### src/rtl/core/slip_deframer_with_header_macros.svh
// Assertion macros used by the SLIP deframer core
`ifndef SLIP_DEFRAMER_WITH_HEADER_MACROS_SVH
`define SLIP_DEFRAMER_WITH_HEADER_MACROS_SVH
`ifndef SYNTH
// same-cycle implication, disabled during reset
`define SDH_ASSERT_IMPLY(lbl, clk, rst, ante, cons, msg) \
   lbl: assert property (@(posedge clk) disable iff (rst) (ante) |-> (cons)) \
      else $error(msg);
// next-cycle implication, disabled during reset
`define SDH_ASSERT_NEXT(lbl, clk, rst, ante, cons, msg) \
   lbl: assert property (@(posedge clk) disable iff (rst) (ante) |=> (cons)) \
      else $error(msg);
`else
`define SDH_ASSERT_IMPLY(lbl, clk, rst, ante, cons, msg)
`define SDH_ASSERT_NEXT(lbl, clk, rst, ante, cons, msg)
`endif
`endif

### src/rtl/core/sdh_pkg.sv
// Package: constants and types of the SLIP deframer
`timescale 1ns / 1ps
package sdh_pkg;

   // SLIP special characters
   localparam logic [7:0] SLIP_END     = 8'hC0;
   localparam logic [7:0] SLIP_ESC     = 8'hDB;
   localparam logic [7:0] SLIP_ESC_END = 8'hDC;
   localparam logic [7:0] SLIP_ESC_ESC = 8'hDD;

   localparam int          LEN_W         = 17;
   localparam logic [16:0] HEADER_LEN    = 17'd8;
   localparam logic [15:0] MAX_LEN_RESET = 16'(20 * 1024);

   // register file
   localparam int         CSR_ADDR_W           = 3;
   localparam logic       REG_MAX_FRAME_LENGTH = 1'b0;

   // result kinds
   localparam logic KIND_PAYLOAD = 1'b0;
   localparam logic KIND_REPORT  = 1'b1;

   typedef enum logic [2:0] {
      STATUS_MESSAGE  = 3'd0,
      STATUS_ACK      = 3'd1,
      STATUS_SHORT    = 3'd2,
      STATUS_ACK_BODY = 3'd3,
      STATUS_DROPPED  = 3'd4
   } sdh_status_type;

   typedef struct packed {
      logic              kind;
      logic [7:0]        payload;
      sdh_status_type    status;
      logic [31:0]       id;
      logic [15:0]       mtype;
      logic [15:0]       flags;
      logic [LEN_W-1:0]  length;
   } sdh_result_type;

endpackage

### src/rtl/core/slip_deframer_with_header.sv
// A result is registered and appears in the cycle after the byte that causes it is accepted.
// Throughput: one byte per cycle; the single result register sets the figure,
// and a new byte is taken whenever that register is empty or being emptied.
// Reset (synchronous, active high): clears escape and error flags, frame count
// and header, empties the result register and sets the length limit to 20480.
`timescale 1ns / 1ps
module slip_deframer_with_header (
   input  logic                           clock,
   input  logic                           reset,
   input  logic                           req_valid,
   output logic                           req_stall,
   input  logic [7:0]                     req_rx_byte,
   output logic                           rsp_valid,
   input  logic                           rsp_stall,
   output logic                           rsp_result_kind,
   output logic [7:0]                     rsp_payload_byte,
   output logic [2:0]                     rsp_frame_status,
   output logic [31:0]                    rsp_message_id,
   output logic [15:0]                    rsp_message_type,
   output logic [15:0]                    rsp_message_flags,
   output logic [16:0]                    rsp_frame_length,
   input  logic                           csr_psel,
   input  logic                           csr_penable,
   input  logic                           csr_pwrite,
   input  logic [sdh_pkg::CSR_ADDR_W-1:0] csr_paddr,
   input  logic [31:0]                    csr_pwdata,
   output logic [31:0]                    csr_prdata,
   output logic                           csr_pready
);
   logic                    accept;
   logic                    emit;
   logic [15:0]             max_len;
   sdh_pkg::sdh_result_type result;
   sdh_pkg::sdh_result_type held;

   assign accept = req_valid && !req_stall;

   sdh_csr u_csr (
      .clock   (clock),
      .reset   (reset),
      .psel    (csr_psel),
      .penable (csr_penable),
      .pwrite  (csr_pwrite),
      .paddr   (csr_paddr),
      .pwdata  (csr_pwdata),
      .prdata  (csr_prdata),
      .pready  (csr_pready),
      .max_len (max_len)
   );

   sdh_core u_core (
      .clock   (clock),
      .reset   (reset),
      .accept  (accept),
      .rx_byte (req_rx_byte),
      .max_len (max_len),
      .emit    (emit),
      .result  (result)
   );

   sdh_out_reg u_out (
      .clock     (clock),
      .reset     (reset),
      .accept    (accept),
      .emit      (emit),
      .result    (result),
      .rsp_stall (rsp_stall),
      .rsp_valid (rsp_valid),
      .req_stall (req_stall),
      .held      (held)
   );

   // result fields
   assign rsp_result_kind   = held.kind;
   assign rsp_payload_byte  = held.payload;
   assign rsp_frame_status  = held.status;
   assign rsp_message_id    = held.id;
   assign rsp_message_type  = held.mtype;
   assign rsp_message_flags = held.flags;
   assign rsp_frame_length  = held.length;

endmodule

### src/rtl/core/sdh_csr.sv
// Register file: APB-style access to the frame length limit
`timescale 1ns / 1ps
module sdh_csr (
   input  logic                           clock,
   input  logic                           reset,
   input  logic                           psel,
   input  logic                           penable,
   input  logic                           pwrite,
   input  logic [sdh_pkg::CSR_ADDR_W-1:0] paddr,
   input  logic [31:0]                    pwdata,
   output logic [31:0]                    prdata,
   output logic                           pready,
   output logic [15:0]                    max_len
);
   logic [15:0] max_len_ff;
   logic [15:0] max_len_in;
   logic        reg_hit;

   // word index sits above the byte offset
   assign reg_hit = (paddr[2] == sdh_pkg::REG_MAX_FRAME_LENGTH);
   assign pready  = 1'b1;

   // write on the access phase
   always_comb begin
      max_len_in = max_len_ff;
      if (psel && penable && pwrite && reg_hit) begin
         max_len_in = pwdata[15:0];
      end
   end

   always_ff @(posedge clock) begin
      if (reset) begin
         max_len_ff <= sdh_pkg::MAX_LEN_RESET;
      end else begin
         max_len_ff <= max_len_in;
      end
   end

   // read back
   assign prdata  = reg_hit ? {16'd0, max_len_ff} : 32'd0;
   assign max_len = max_len_ff;

endmodule

### src/rtl/core/sdh_core.sv
// Deframer core: unescaping, header capture, length count and frame status
`timescale 1ns / 1ps
`include "slip_deframer_with_header_macros.svh"
module sdh_core (
   input  logic                   clock,
   input  logic                   reset,
   input  logic                   accept,
   input  logic [7:0]             rx_byte,
   input  logic [15:0]            max_len,
   output logic                   emit,
   output sdh_pkg::sdh_result_type result
);
   logic                          esc_ff, esc_in;
   logic                          err_ff, err_in;
   logic [sdh_pkg::LEN_W-1:0]     count_ff, count_in;
   logic [63:0]                   header_ff, header_in;

   logic                          over;
   logic                          add_en;
   logic [7:0]                    add_val;
   logic [15:0]                   flags;

   assign over  = (count_ff > {1'b0, max_len});
   assign flags = header_ff[63:48];

   // per-byte decode
   always_comb begin
      esc_in    = esc_ff;
      err_in    = err_ff;
      count_in  = count_ff;
      header_in = header_ff;
      emit      = 1'b0;
      result    = '0;
      add_en    = 1'b0;
      add_val   = rx_byte;

      if (rx_byte == sdh_pkg::SLIP_END) begin
         // frame end: report and clear
         emit          = 1'b1;
         result.kind   = sdh_pkg::KIND_REPORT;
         result.length = count_ff;
         if (err_ff || over) begin
            result.status = sdh_pkg::STATUS_DROPPED;
         end else if (count_ff < sdh_pkg::HEADER_LEN) begin
            result.status = sdh_pkg::STATUS_SHORT;
         end else begin
            if (flags[0]) begin
               result.status = (count_ff == sdh_pkg::HEADER_LEN) ?
                               sdh_pkg::STATUS_ACK : sdh_pkg::STATUS_ACK_BODY;
            end else begin
               result.status = sdh_pkg::STATUS_MESSAGE;
            end
            result.id    = header_ff[31:0];
            result.mtype = header_ff[47:32];
            result.flags = flags;
         end
         esc_in    = 1'b0;
         err_in    = 1'b0;
         count_in  = '0;
         header_in = '0;
      end else if (over) begin
         // past the limit: discard
         err_in = 1'b1;
      end else if (esc_ff) begin
         esc_in = 1'b0;
         if (rx_byte == sdh_pkg::SLIP_ESC_END) begin
            add_en  = 1'b1;
            add_val = sdh_pkg::SLIP_END;
         end else if (rx_byte == sdh_pkg::SLIP_ESC_ESC) begin
            add_en  = 1'b1;
            add_val = sdh_pkg::SLIP_ESC;
         end else begin
            err_in = 1'b1;
         end
      end else if (rx_byte == sdh_pkg::SLIP_ESC) begin
         esc_in = 1'b1;
      end else begin
         add_en = 1'b1;
      end

      // store an unescaped byte: header slot or payload
      if (add_en) begin
         if (count_ff < sdh_pkg::HEADER_LEN) begin
            for (int i = 0; i < 8; i++) begin
               if (count_ff[2:0] == 3'(i)) begin
                  header_in[i*8 +: 8] = add_val;
               end
            end
         end else if (!err_ff) begin
            emit           = 1'b1;
            result.kind    = sdh_pkg::KIND_PAYLOAD;
            result.payload = add_val;
            result.length  = count_ff + 17'd1;
         end
         count_in = count_ff + 17'd1;
      end
   end

   always_ff @(posedge clock) begin
      if (reset) begin
         esc_ff    <= 1'b0;
         err_ff    <= 1'b0;
         count_ff  <= '0;
         header_ff <= '0;
      end else if (accept) begin
         esc_ff    <= esc_in;
         err_ff    <= err_in;
         count_ff  <= count_in;
         header_ff <= header_in;
      end
   end

   `SDH_ASSERT_IMPLY(a_count_bound, clock, reset, 1'b1, count_ff <= 17'h10000, "count over 65536")
   `SDH_ASSERT_NEXT(a_end_clears, clock, reset, accept && rx_byte == sdh_pkg::SLIP_END, !esc_ff && !err_ff && count_ff == '0, "frame end did not clear state")
   `SDH_ASSERT_IMPLY(a_payload_len, clock, reset, emit && result.kind == sdh_pkg::KIND_PAYLOAD, result.length > sdh_pkg::HEADER_LEN && !err_ff, "payload inside header or after error")
   `SDH_ASSERT_IMPLY(a_drop_no_hdr, clock, reset, emit && (result.status == sdh_pkg::STATUS_DROPPED || result.status == sdh_pkg::STATUS_SHORT), result.id == '0 && result.flags == '0, "header given in drop or short report")

endmodule

### src/rtl/core/sdh_out_reg.sv
// Result register: holds one result transaction until the sink takes it
`timescale 1ns / 1ps
module sdh_out_reg (
   input  logic                    clock,
   input  logic                    reset,
   input  logic                    accept,
   input  logic                    emit,
   input  sdh_pkg::sdh_result_type result,
   input  logic                    rsp_stall,
   output logic                    rsp_valid,
   output logic                    req_stall,
   output sdh_pkg::sdh_result_type held
);
   logic                    valid_ff, valid_in;
   sdh_pkg::sdh_result_type data_ff;

   // upstream stalls only when a held result is not taken
   assign req_stall = valid_ff && rsp_stall;

   always_comb begin
      valid_in = valid_ff;
      if (accept) begin
         valid_in = emit;
      end else if (!rsp_stall) begin
         valid_in = 1'b0;
      end
   end

   always_ff @(posedge clock) begin
      if (reset) begin
         valid_ff <= 1'b0;
      end else begin
         valid_ff <= valid_in;
      end
   end

   // payload needs no reset
   always_ff @(posedge clock) begin
      if (accept && emit) begin
         data_ff <= result;
      end
   end

   assign rsp_valid = valid_ff;
   assign held      = data_ff;

endmodule
### config.mk
export PLATFORM = sky130hd
export DESIGN_NAME = slip_deframer_with_header
export DESIGN_NICKNAME = d
export VERILOG_FILES = /design/src/rtl/core/sdh_pkg.sv /design/src/rtl/core/slip_deframer_with_header.sv /design/src/rtl/core/sdh_csr.sv /design/src/rtl/core/sdh_core.sv /design/src/rtl/core/sdh_out_reg.sv
export VERILOG_INCLUDE_DIRS = /design/src /design/src/rtl/core
export SDC_FILE = /design/constraint.sdc
export NUM_CORES = 1
export LEC_CHECK = 0
export BUFFER_PORTS_ARGS = -buffer_cell sky130_fd_sc_hd__buf_4
export CORE_MARGIN = 3
export CORE_UTILIZATION = 55
export DETAILED_ROUTE_END_ITERATION = 8
export GPL_TIMING_DRIVEN = 1
export PLACE_DENSITY = 0.86
export SLEW_MARGIN = 30
export SYNTH_ARGS = -nofsm -noshare
export SYNTH_HDL_FRONTEND = slang
export SYNTH_SLANG_ARGS = --single-unit
### constraint.sdc
create_clock -name clock -period 18.02 [get_ports clock]
set_input_delay 3.604 -clock clock [delete_from_list [all_inputs] [get_ports clock]]
set_output_delay 3.604 -clock clock [all_outputs]
set_load 0.01 [all_outputs]
==> impl_metrics.tcl <==
set metrics [dict create \
    status "complete, no violations" \
    h-tree-depth 4 \
    cts-buffers-inserted 17 \
    min_period_ns 7.64 \
    wire_per_inst_um 18.4 \
    dp_cells 1060 \
    cts_sinks 193 \
    ant_nets 0 \
    fin_area_um2 10100 \
    root_buffer "clkbuf_16" \
    synth.largest_area_cell "edfxtp_1" \
    ys_seq_area_share_pct 57.2 \
    initial_core_util_pct 57.0 \
    via_count 6345 \
    ys_ff_latch 193 \
    synth_async_sr_flop_share_pct 0 \
    io_buffers 142 \
    avgViaCountPerCell 5.81 \
    post_cts_buffers 0 \
    placementRows 44 \
    layout.nets 967 \
    setup_viol 0 \
    dpl_cell_area_um2 9510 \
    syn_area_um2 8380 \
    fill_cells 1072 \
    cts_tree "done" \
    drtPass1Iterations 6 \
    crit_buf_inv 2 \
    r2r_start "u_core.count_ff[12]" \
    n_antenna_cell 0 \
    die_width_um 129 \
    grt.overflow.total 0 \
    whs_endpoint "u_csr.max_len[15]" \
    crit_family "buffers and inverters" \
    crit_arrival_ns 4.04 \
    clk_pin_slew_ns 0.06 \
    crit_top_cell "buf_4" \
    holdCritPathClass "reg -> reg" \
    hpwlAfterDp_um 14000 \
    layout_commonest_cell "buf_4" \
    relSlewSlack_pct 39.8 \
    layout.cells.non_filler 1092 \
    synthFlopType "dfxtp_1" \
    synthCells 774 \
    syn_area_per_cell_um2 10.8 \
    dieArea_um2 16800 \
    clock.fmax_mhz 131 \
    syn_to_final_growth_pct 20.5 \
    cts_buffer_depth 2 \
    die_h_um 129 \
    crit_path_max_incr_delay_ns 0.17 \
    synth_area_leaders "edfxtp_1, dfxtp_1, and2_1" \
    tightest_slew_ns 0.901 \
    critical_path.cell_chain "buf_4 > nor2_1 > buf_4" \
    drive_above_1_share_pct 21.4 \
    yosysTopAreaCellShare_pct 33.3 \
    hold_violations 0 \
    crit_cells 3 \
    cts_hold_buf 0 \
    powerDensity_nw_per_um2 87.2 \
    min_from "u_csr.max_len[15]" \
    slowest_stage "buf_4" \
    synth-warning-count 0 \
    finalSetupTns_ns 0 \
    insertion_delay_ns 0.43 \
    min_path_cells 2 \
    finalClockSkew_ns 0.0100 \
    drc 0 \
    grt_usage_pct 23.7 \
    rrSetupSlack_ns 13.60 \
    core_region_area_um2 14700 \
    r2r_end "u_out.held[62]" \
    crit_path_end_kind "output port" \
    critPathLaunchType "input pin" \
    gp_congestion 0.907 \
    cp.required_ns 14.42 \
    crit_type "in -> out" \
    synth_edf_count 93 \
    fin_crit_sh_pct 42.4 \
    grt_max_degree 63 \
    io_pins 178 \
    post_cts_resized 0 \
    ir_worst_vdd_mv 0.0609 \
    reg2reg_depth 8 \
    antenna_found_initial 0 \
    maxCapViolations 0 \
    worstPathMaxFanout 18 \
    wl_um 20100 \
    grt_pass1_wl_um 30600 \
    rsz0062_at_grt "no" \
    synthDistinctLibCells 58 \
    layout_common_cells "buf_4, dfxtp_1, edfxtp_1" \
    drv_slew 0 \
    grt_pass1_vias 5776 \
    p_leak_nw 3.94 \
    dr.first_iter.drc_count 722 \
]
==> layer usage <==
metal  track usage [%]  vias up  routed length (µm)
met5                 0        -                   0
met4              8.19        0                 471
met1              32.0     2951                8420
met2              37.8      324                9480
li1                  -     3026                   -
met3              5.77       44                1690
==> flip-flops by register name (all words and copies together) (netlist names) <==
| name | flops |
|---|---|
| u_csr.max_len | 16 |
| u_core.err_ff | 1 |
| u_out.held | 93 |
| u_out.rsp_valid | 1 |
| u_core.count_ff | 17 |
| u_core.header_ff | 64 |
| u_core.esc_ff | 1 |
==> worst max-delay path by stage <==
stage | from | end
floorplan | req_rx_byte[0] | u_out.held[0]
global placement | csr_paddr[2] | csr_prdata[0]
detailed placement | csr_paddr[2] | csr_prdata[2]
CTS | csr_paddr[2] | csr_prdata[2]
global route | csr_paddr[2] | csr_prdata[2]
finish | csr_paddr[2] | csr_prdata[8]
==> cells in the mapped netlist, types with 18 or more instances <==
cell	n
ha_1	22
o21ai_0	18
buf_4	19
edfxtp_1	93
and2_1	71
nor2_1	40
dfxtp_1	100
nand3_1	25
o2bb2ai_1	39
nand2_1	71
a21oi_1	37
nor3_1	21
clkbuf_1	36
a22o_1	18
inv_1	30
==> cell type report <==
cell class | instances | area (µm²) | area share [%]
Tap cell | 184 | 230 | 2.28
Multi-Input combinational cell | 504 | 3230 | 32.0
Timing Repair Buffer | 148 | 1130 | 11.2
Clock inverter | 9 | 91.3 | 0.904
Inverter | 31 | 116 | 1.15
Clock buffer | 23 | 500 | 4.96
Sequential cell | 193 | 4790 | 47.5
==> stage by stage <==
stage / utilization (%) / worst slack (ns) / total power (W) / hold WS [ns]
global placement: 64.5 / 10.40 / 0.000514 / 0.437
CTS: 68.7 / 10.37 / 0.000882 / 0.456
finish: 68.7 / 10.38 / 0.000881 / 0.455
detailed placement: 64.7 / 10.38 / 0.000515 / 0.440
global route: 68.7 / 10.33 / 0.000905 / 0.467
floorplan: - / 7.89 / 0.000501 / 0.424
==> report_power, final <==
group | internal [W] | leakage (nW) | switching [W] | total [W]
logic | 0.0000148 | 1.98 | 0.0000273 | 0.0000421
registers | 0.000461 | 1.67 | 0.00000356 | 0.000464
clock network | 0.000212 | 0.289 | 0.000162 | 0.000374
==> kinds of logic after synthesis <==
family,after synthesis,synth area share (%)
AOI/OAI and AO/OA,175,15.2
xor gates and xnor gates,2,0.209
adders and majority gates,22,3.28
buffers and inverters,92,5.12
DFF,193,57.2
muxes,2,0.254
other,2,0.0896
and+or+nand+nor,286,18.7
==> worst min-delay path, delay by kind of cell (launching register included) <==
| family | cells | cell delay, ns |
|---|---|---|
| flip-flops | 1 | 0.31 |
| AO/OA/AOI/OAI | 1 | 0.05 |
| AND/OR/NAND/NOR | 1 | 0.05 |
Power figures use the tool's default switching activity.
